==> src/design/bounded_deque_with_search_assert.svh <==
// Assertion macros for the bounded deque with search.
// With SYNTHESIS defined the macros expand to nothing.
`ifndef BOUNDED_DEQUE_WITH_SEARCH_ASSERT_SVH
`define BOUNDED_DEQUE_WITH_SEARCH_ASSERT_SVH

`ifndef SYNTHESIS

// Checked on every clock edge outside reset.
`define BDQ_ASSERT(lbl, prop) \
  lbl: assert property (@(posedge clk_i) disable iff (!rst_ni) (prop)) \
    else $error("bdq assertion failed");

// Checked on every clock edge, also during reset.
`define BDQ_ASSERT_ALWAYS(lbl, prop) \
  lbl: assert property (@(posedge clk_i) (prop)) \
    else $error("bdq invariant failed");

`else

`define BDQ_ASSERT(lbl, prop)
`define BDQ_ASSERT_ALWAYS(lbl, prop)

`endif

`endif

==> src/design/bdq_pkg.sv <==
`default_nettype none

package bdq_pkg;

  // Ring geometry.
  localparam int DEPTH = 64;
  localparam int PTR_W = $clog2(DEPTH);
  localparam int CNT_W = $clog2(DEPTH + 1);

  // Field widths.
  localparam int OP_W  = 3;
  localparam int VAL_W = 32;
  localparam int LEN_W = 7;

  // Operation codes.
  typedef enum logic [OP_W-1:0] {
    OP_PUSH_FRONT = 3'd0,
    OP_PUSH_BACK  = 3'd1,
    OP_POP_FRONT  = 3'd2,
    OP_POP_BACK   = 3'd3,
    OP_SEARCH     = 3'd4
  } bdq_op_e;

  // Sequencer states.
  typedef enum logic {
    ST_IDLE,
    ST_SCAN
  } bdq_state_e;

  // Ring index plus an offset below DEPTH, wrapped with one compare and subtract.
  function automatic logic [PTR_W-1:0] ring_add(input logic [PTR_W-1:0] base,
                                                input logic [PTR_W-1:0] offs);
    logic [PTR_W:0] sum;
    sum = {1'b0, base} + {1'b0, offs};
    if (sum >= (PTR_W+1)'(DEPTH)) begin
      sum = sum - (PTR_W+1)'(DEPTH);
    end
    return sum[PTR_W-1:0];
  endfunction

  // Ring index minus one.
  function automatic logic [PTR_W-1:0] ring_dec(input logic [PTR_W-1:0] idx);
    logic [PTR_W-1:0] res;
    if (idx == '0) begin
      res = PTR_W'(DEPTH - 1);
    end else begin
      res = idx - 1'b1;
    end
    return res;
  endfunction

endpackage

`default_nettype wire

==> src/design/bounded_deque_with_search.sv <==
// Channel   Handshake             Payload
// ------    --------------------  -----------------------------------
// item in   start / busy          opcode_i, value_i
// result    done_o (one cycle)    ok_o, length_o
//
// Inserts, removals, unused codes and a search of an empty store give their
// result in the cycle after the item is taken, and busy stays low.
// A search of a nonempty store reads the ring one entry per cycle through the
// single registered read port and compares in one shared comparator, with busy
// high meanwhile.
// Reset clears the state, pointers, count and read and result flags; the entry memory needs no clearing.
// The receiver cannot stall: each result is shown for one cycle only.
`include "bounded_deque_with_search_assert.svh"

`default_nettype none

module bounded_deque_with_search import bdq_pkg::*; (
  input  wire logic                    clk_i,
  input  wire logic                    rst_ni,
  input  wire logic                    start,
  output logic                         busy,
  input  wire logic [OP_W-1:0]         opcode_i,
  input  wire logic signed [VAL_W-1:0] value_i,
  output logic                         done_o,
  output logic                         ok_o,
  output logic [LEN_W-1:0]             length_o
);

  // Entry memory: one write port, one registered read port.
  logic signed [VAL_W-1:0] mem_q [DEPTH];

  bdq_state_e              state_q, state_d;
  logic [PTR_W-1:0]        front_q, front_d;
  logic [CNT_W-1:0]        count_q, count_d;
  logic [CNT_W-1:0]        cursor_q, cursor_d;
  logic signed [VAL_W-1:0] key_q, key_d;
  logic signed [VAL_W-1:0] rd_data_q;
  logic                    rd_vld_q, rd_last_q;
  logic                    done_q, done_d;
  logic                    ok_q, ok_d;
  logic [LEN_W-1:0]        len_q, len_d;

  logic             accept;
  logic             wr_en;
  logic [PTR_W-1:0] wr_addr;
  logic             rd_en;
  logic [PTR_W-1:0] rd_addr;
  logic             hit;
  logic             finish;

  assign accept = start && !busy;
  assign busy   = (state_q == ST_SCAN);
  assign hit    = rd_vld_q && (rd_data_q == key_q);
  assign finish = rd_vld_q && (hit || rd_last_q);
  assign rd_addr = ring_add(front_q, cursor_q[PTR_W-1:0]);

  // Next state, memory write and result.
  always_comb begin
    state_d  = state_q;
    front_d  = front_q;
    count_d  = count_q;
    cursor_d = cursor_q;
    key_d    = key_q;
    done_d   = 1'b0;
    ok_d     = ok_q;
    len_d    = len_q;
    wr_en    = 1'b0;
    wr_addr  = ring_add(front_q, count_q[PTR_W-1:0]);
    rd_en    = 1'b0;

    unique case (state_q)
      ST_IDLE: begin
        if (accept) begin
          done_d = 1'b1;
          ok_d   = 1'b0;
          unique case (opcode_i)
            OP_PUSH_FRONT: begin
              if (count_q < CNT_W'(DEPTH)) begin
                front_d = ring_dec(front_q);
                wr_en   = 1'b1;
                wr_addr = ring_dec(front_q);
                count_d = count_q + 1'b1;
                ok_d    = 1'b1;
              end
            end
            OP_PUSH_BACK: begin
              if (count_q < CNT_W'(DEPTH)) begin
                wr_en   = 1'b1;
                count_d = count_q + 1'b1;
                ok_d    = 1'b1;
              end
            end
            OP_POP_FRONT: begin
              if (count_q != '0) begin
                front_d = ring_add(front_q, PTR_W'(1));
                count_d = count_q - 1'b1;
                ok_d    = 1'b1;
              end
            end
            OP_POP_BACK: begin
              if (count_q != '0) begin
                count_d = count_q - 1'b1;
                ok_d    = 1'b1;
              end
            end
            OP_SEARCH: begin
              // An empty store answers at once with not found.
              if (count_q != '0) begin
                done_d   = 1'b0;
                state_d  = ST_SCAN;
                cursor_d = '0;
                key_d    = value_i;
              end
            end
            default: begin
              ok_d = 1'b0;
            end
          endcase
          len_d = LEN_W'(count_d);
        end
      end
      ST_SCAN: begin
        // Stop on the first match or after the last live entry is compared.
        if (finish) begin
          done_d  = 1'b1;
          ok_d    = hit;
          len_d   = LEN_W'(count_q);
          state_d = ST_IDLE;
        end else if (cursor_q < count_q) begin
          rd_en    = 1'b1;
          cursor_d = cursor_q + 1'b1;
        end
      end
      default: begin
        state_d = ST_IDLE;
      end
    endcase
  end

  // Control registers.
  always_ff @(posedge clk_i or negedge rst_ni) begin
    if (!rst_ni) begin
      state_q   <= ST_IDLE;
      front_q   <= '0;
      count_q   <= '0;
      cursor_q  <= '0;
      rd_vld_q  <= 1'b0;
      rd_last_q <= 1'b0;
      done_q    <= 1'b0;
    end else begin
      state_q   <= state_d;
      front_q   <= front_d;
      count_q   <= count_d;
      cursor_q  <= cursor_d;
      rd_vld_q  <= rd_en;
      rd_last_q <= rd_en && (cursor_q == count_q - 1'b1);
      done_q    <= done_d;
    end
  end

  // Payload registers.
  always_ff @(posedge clk_i) begin
    key_q <= key_d;
    ok_q  <= ok_d;
    len_q <= len_d;
  end

  // Entry memory with registered read data.
  always_ff @(posedge clk_i) begin
    if (wr_en) begin
      mem_q[wr_addr] <= value_i;
    end
    if (rd_en) begin
      rd_data_q <= mem_q[rd_addr];
    end
  end

  assign done_o   = done_q;
  assign ok_o     = ok_q;
  assign length_o = len_q;

  // The count never exceeds the ring size; while reset is low it is being cleared.
  `BDQ_ASSERT_ALWAYS(a_count_bound, !rst_ni || (count_q <= CNT_W'(DEPTH)))
  // A result never appears while a search is still running.
  `BDQ_ASSERT(a_done_idle, done_q |-> !busy)
  // Read data only comes back while the scan is active.
  `BDQ_ASSERT(a_read_in_scan, rd_vld_q |-> (state_q == ST_SCAN))
  // Every non-search item answers in the next cycle.
  `BDQ_ASSERT(a_quick_result, (accept && (opcode_i != OP_SEARCH)) |=> done_q)

endmodule

`default_nettype wire

==> config.mk <==
export PLATFORM = sky130hd
export DESIGN_NAME = bounded_deque_with_search
export DESIGN_NICKNAME = d
export VERILOG_FILES = /design/src/design/bdq_pkg.sv /design/src/design/bounded_deque_with_search.sv
export VERILOG_INCLUDE_DIRS = /design/src /design/src/design
export SDC_FILE = /design/constraint.sdc
export NUM_CORES = 2
export LEC_CHECK = 0
export BUFFER_PORTS_ARGS = -buffer_cell sky130_fd_sc_hd__buf_2
export CAP_MARGIN = 5
export CORE_MARGIN = 2
export CORE_UTILIZATION = 45
export DETAILED_ROUTE_END_ITERATION = 10
export PLACE_DENSITY = 0.69
export SYNTH_ARGS = -nofsm -noshare
export SYNTH_HDL_FRONTEND = slang
export SYNTH_SLANG_ARGS = --single-unit
==> constraint.sdc <==
create_clock -name clk_i -period 14.2 [get_ports clk_i]
set_input_delay 1.42 -clock clk_i [delete_from_list [all_inputs] [get_ports clk_i]]
set_output_delay 1.42 -clock clk_i [all_outputs]
set_load 0.1 [all_outputs]
======== Word-level counts from Yosys, hierarchy flattened ========
Memory sizes are Yosys's and may differ from the RTL's. A register that Yosys moved wholly into a read port is not among the register bits.
Cells that the tools add are included.
storage, ports and cells
  memories ................................ 1
  word-level logic and storage cells ...... 104
  memory bits (writable) .................. 2,048
  bits in registers ....................... 64
operators by class
  add/sub/neg operators ................... 10
  reduce and logical (&&, ||, !) cells .... 17
  magnitude comparators ................... 5
  bitwise gates (word level) .............. 1
  muxes and demuxes ....................... 46
  equal/unequal tests ..................... 14
memories
  name   words  width  read ports  clocked after memory_dff  write ports  line                             RTL
  mem_q  64     32     1           1                         1            bounded_deque_with_search.sv:30  logic signed [VAL_W-1:0] mem_q [DEPTH];
operators by type and width
  cell                 count
  $mux 7               9
  $mux 6               10
  $pmux 7 s2           3
  $eq 32x32->1         1
  $sub 6x1->6 const B  4
  $ge 7x7->1 const B   3
  $mux 1               19
  $add 6x6->7          2
  $add 7x1->7 const B  2
  $pmux 6 s2           1
  $ne 2x2->1 const B   5
  $reduce_and 5->1     2
  $pmux 1 s2           4
  $add 6x1->7 const B  1
  $eq 7x7->1           1
  $lt 7x7->1           1
  $lt 7x7->1 const B   1
  $reduce_bool 7->1    1
  $sub 7x1->7 const B  1
  $eq 3x2->1 const B   2
  $logic_not 6->1      1
  $ne 2x1->1 const B   3
  $logic_and 1x1->1    4
  $reduce_and 2->1     2
  9 further kinds      10

======== Logic depth before layout (Yosys ltp) ========
  depth after elaboration ................. 7
  mapped depth ............................ 11
  depth with buffers taken out ............ 9

======== Least setup slack after synthesis ========
OpenSTA, ideal clock, no wires.
  path type ............................... input to register
  start point ............................. input port opcode_i[1]
  end point ............................... memory mem_q[33][0], enable pin
  slack ................................... 8.702 ns
  arrival time ............................ 5.037 ns
  data required time ...................... 13.739 ns
  stages .................................. 9
  path through ............................ buf_2 nor2_1 nand3b_1 nor2_1 buf_4 mux2i_1 nand2_1 clkbuf_1 nor3_1
on the way
  cells in the longest elaborated chain, start to end .. 7
  elaborated cells between the ends (all ways) .. 11
  those cells by class .................... 1 x eq/ne; 8 x mux; 2 x reduce/logical
ends and longest elaborated chain
  what                                                  line                              RTL
  start: declaration                                    bounded_deque_with_search.sv:22   input wire logic [OP_W-1:0] opcode_i,
  $eq 3x1->1 / $logic_not 3->1 (equally long branches)  bounded_deque_with_search.sv:76   unique case (opcode_i)
  $reduce_or 2->1 (no source line)                      -
  $mux 1                                                -
  $mux 1                                                bounded_deque_with_search.sv:73   if (accept) begin
  $mux 1                                                bounded_deque_with_search.sv:71   unique case (state_q)
  $mux 1                                                bounded_deque_with_search.sv:170  if (wr_en) begin
  $mux 1 (implied by the code)                          bounded_deque_with_search.sv:171  mem_q[wr_addr] <= value_i;
  end: declaration                                      bounded_deque_with_search.sv:30
Several ways; a longest one is shown, not always the timed one.

======== Final worst setup path ========
  start point ............................. register front_q[0]
  end point ............................... register rd_data_q[26], read port of mem_q, data pin
on the way
  cells in the longest elaborated chain, start to end .. 3
  elaborated cells between the ends (all ways) .. 4
  those cells by class .................... 2 x add/sub; 1 x order compare; 1 x mux
ends and longest elaborated chain
  what                                              line                              RTL
  start: declaration                                bounded_deque_with_search.sv:33   logic [PTR_W-1:0] front_q, front_d;
  start signal: assignment                          bounded_deque_with_search.sv:152  front_q <= front_d;
  $add 6x6->7 *                                     bdq_pkg.sv:34                     sum = {1'b0, base} + {1'b0, offs};
  $sub 6x1->6 / $ge 7x7->1 (equally long branches)  bdq_pkg.sv:36, bdq_pkg.sv:35
  $mux 6 *                                          bdq_pkg.sv:35                     if (sum >= (PTR_W+1)'(DEPTH)) begin
  end: declaration                                  bounded_deque_with_search.sv:37   logic signed [VAL_W-1:0] rd_data_q;
Mark *: on every way between the ends. The rest lies on a longest branch, timed or not.
A chain may end at the register's enable or synchronous reset.

==> results.md <==
- Outcome: finished clean
- Avg Inst Size Synth: 20.1 µm²
- Critical Path Source: front_q[0]$_DFFE_PN0P_
- Post-synth top area cell: edfxtp_1
- Crit path launch type: flip-flop
- Critical path, cell by cell: ha_4 > fa_4 > xnor2_2 > buf_12 > buf_4 > buf_4 > nand2_1 > and3_1 > a311oi_1 > a31oi_1 > a21oi_1
- Max frequency: between 0.15 and 0.2 GHz
- CP max-delay cell: buf_4
- Initial antenna violation count: 9
- CTS Sinks: 2144
- Top_reg_cell synth: edfxtp_1
- Die ar.: approximately 190000 µm²
- EDFF count, synth: 2120
- Average wire per standard cell: ~30 µm
- Syn_nets: around 4200
- Synth area leaders: edfxtp_1 76%, mux4_2 14%, nand2_1 2.5%
- Nets: roughly 4300
- Critical R2R Launch: front_q[0]$_DFFE_PN0P_
- Drt total wl: between 200000 and 250000 µm
- Worst Path Max Fanout: about 140
- CTS tree: built
- Die Span Y: between 400 and 500 µm
- Setup Slack @ Placement: 8260 ps
- Minimum clock period: around 5800 ps
- Root Buffer: clkbuf_16
- Hold Buf Count CTS: 0
- Initial Utilization: 0.452
- MaxCap Viol Count: 0
- Slew headroom: 0.166
- Slew @ Worst Pin: approximately 1300 ps
- Post-route setup slack: 8390 ps
- H-tree Lvls: 4
- Post-DP HPWL: 102000 µm
- Setup bufs post-CTS: 0
- Clock Path Buffers: 3
- Worst r2r dst: rd_data_q[26]$_DFFE_PP_
- Final Cell Area: ~94000 µm²
- Layout area overhead: 11.9%
- Drt drc: 0
- Worst path arrival time: between 6000 and 7000 ps
- Final slew viol count: 0
- CTS buffer count: between 200 and 250
- Layout cell share with drive strength beyond 1: 0.235
- Seq/Total Area, Yosys: 0.769
- Crit Path Category: reg -> reg
- CTS resizes: 0
- Asr flop ratio synth: 0.0112
- First-pass GRT wire length: roughly 300000 µm
- Worst hold slack: 604 ps
- Top cell type's share of synthesized area: 0.762
- Post-route ant nets: 0
- Dpl cell area: between 80000 and 90000 µm²
- Largest net degree at the start of global routing: around 150
- CP Buf/Inv Count: 3
- R2r worst-path depth: 11
- CP required: approximately 15000 ps
- Unique masters post-synth: between 50 and 60
- Core ar.: about 190000 µm²
- Final setup fails: 0
- Critical Path End Type: flip-flop
- Cell family with most CP delay: buffers and inverters
- Number of stages on the worst setup path: 11
- Port Buffers: between 40 and 50
- Post-Syn Area: between 80000 and 90000 µm²
- Io pins: 48
- Mapped Cells: 4152
- Vias in the first global route: approximately 43000
- Num rows: roughly 160
- Synth warn: 0
- Final Hold Fails: 0
- Number of vias per cell: around 6.1
- Final GP Congestion: around 0.84
- R2R setup slack: about 8400 ps
- Initial DRC Count: around 5400
- Die width: 435 µm
- Critical Path Most Common Cell: buf_4
- Setup TNS: 0 ps
- Worst-skew pair later-pin latency: between 800 and 900 ps
- FF+latch count, synth: ~2100
- DR vias: 42200
- TritonRoute pass-1 iters: 7
- Clk pin slew, worst setup/hold paths: approximately 70 ps
- RSZ-0062 raised after global routing: false
- Total congestion overflow: 0
- Total track usage: 0.219
- Fin Clk Skew: ~36 ps
- Final worst-path cycle share: 0.409
- Worst min-delay path class: in -> async
- Max incr delay on CP: slightly below 900 ps
-- per-layer routing --
layer / global-route usage / vias up / part of all wire
met4: 0.0670 / 2 / 0.030
met5: 0 / - / 0.000062
met2: 0.351 / 2175 / 0.48
met1: 0.307 / 22400 / 0.39
met3: 0.0443 / 328 / 0.099
li1: - / 17200 / -
-- placed cells by master (no fill, tap or decap), types with 7 or more instances in the layout --
cell	count
nor3_1	8
o21ai_0	27
clkbuf_1	53
nor3_2	66
a21oi_1	48
buf_4	118
a31oi_1	35
nand3_1	140
nand4_1	7
clkinv_2	30
bufinv_16	12
buf_2	47
xnor2_1	34
and3_1	66
clkinv_1	53
edfxtp_1	2120
clkbuf_16	208
dfrtp_1	24
inv_6	7
a311oi_1	96
mux4_2	512
xor2_1	21
nor4_1	8
inv_1	14
ha_1	22
nor2_1	21
buf_12	9
nand2_1	548
or3_1	10
-- synthesized netlist by cell type (19+ instances only) --
master and instances:
and3_1 66, buf_4 19, ha_1 23, nand3_1 140, xnor2_1 39, mux4_2 512
nor3_1 72, nor2_1 21, a31oi_1 35, nand2_1 548, clkbuf_1 104, a311oi_1 96
buf_1 48, buf_2 76, o21ai_0 27, a21oi_1 48, xor2_1 22, dfrtp_1 24
edfxtp_1 2120
-- worst max-delay path by stage --
stage                               to  slack [ps]
6_report       rd_data_q[26]$_DFFE_PP_        8390
5_1_grt        rd_data_q[22]$_DFFE_PP_        7960
4_1_cts        rd_data_q[28]$_DFFE_PP_        8250
2_1_floorplan   mem_q[33][0]$_DFFE_PP_        8700
3_3_place_gp   rd_data_q[28]$_DFFE_PP_        8280
3_5_place_dp   rd_data_q[28]$_DFFE_PP_        8260
-- state kept, by name, indices dropped and copies added, names as in the netlist --
| register | cells |
|---|---|
| busy | 1 |
| count_q | 7 |
| cursor_q | 7 |
| done_o | 1 |
| front_q | 6 |
| key_q | 32 |
| length_o | 7 |
| mem_q | 2048 |
| ok_o | 1 |
| rd_data_q | 32 |
| rd_last_q | 1 |
| rd_vld_q | 1 |
-- cell families (layout without fill, tap and decap cells) --
logic type / Yosys count / count (layout) / share of synthesized area
xor+xnor: 61 / 61 / 0.00639
simple gates: 892 / 892 / 0.0468
other cells: 0 / 1 / 0
mux: 518 / 518 / 0.139
fa+ha+maj: 25 / 25 / 0.00392
buf+inv: 267 / 561 / 0.0142
compound gates: 245 / 245 / 0.0210
flops: 2144 / 2144 / 0.769
-- stage by stage --
stage	utilization	instances
2_1_floorplan	-	4152
3_3_place_gp	0.472	6557
3_5_place_dp	0.472	6557
4_1_cts	0.505	6926
5_1_grt	0.505	6926
6_report	0.505	6927
-- cell type report --
type | count | area [µm²]
Fill cell | 14600 | 91500
Clock inverter | 108 | 842
Inverter | 18 | 67.6
Antenna cell | 1 | 2.50
Multi-Input combinational cell | 1741 | 18500
Timing Repair Buffer | 174 | 1300
Clock buffer | 261 | 5400
Tap cell | 2480 | 3100
Sequential cell | 2144 | 64300
Power is not shown: default switching activity piles up to over one toggle a cycle in this logic, so the estimate is an artifact.
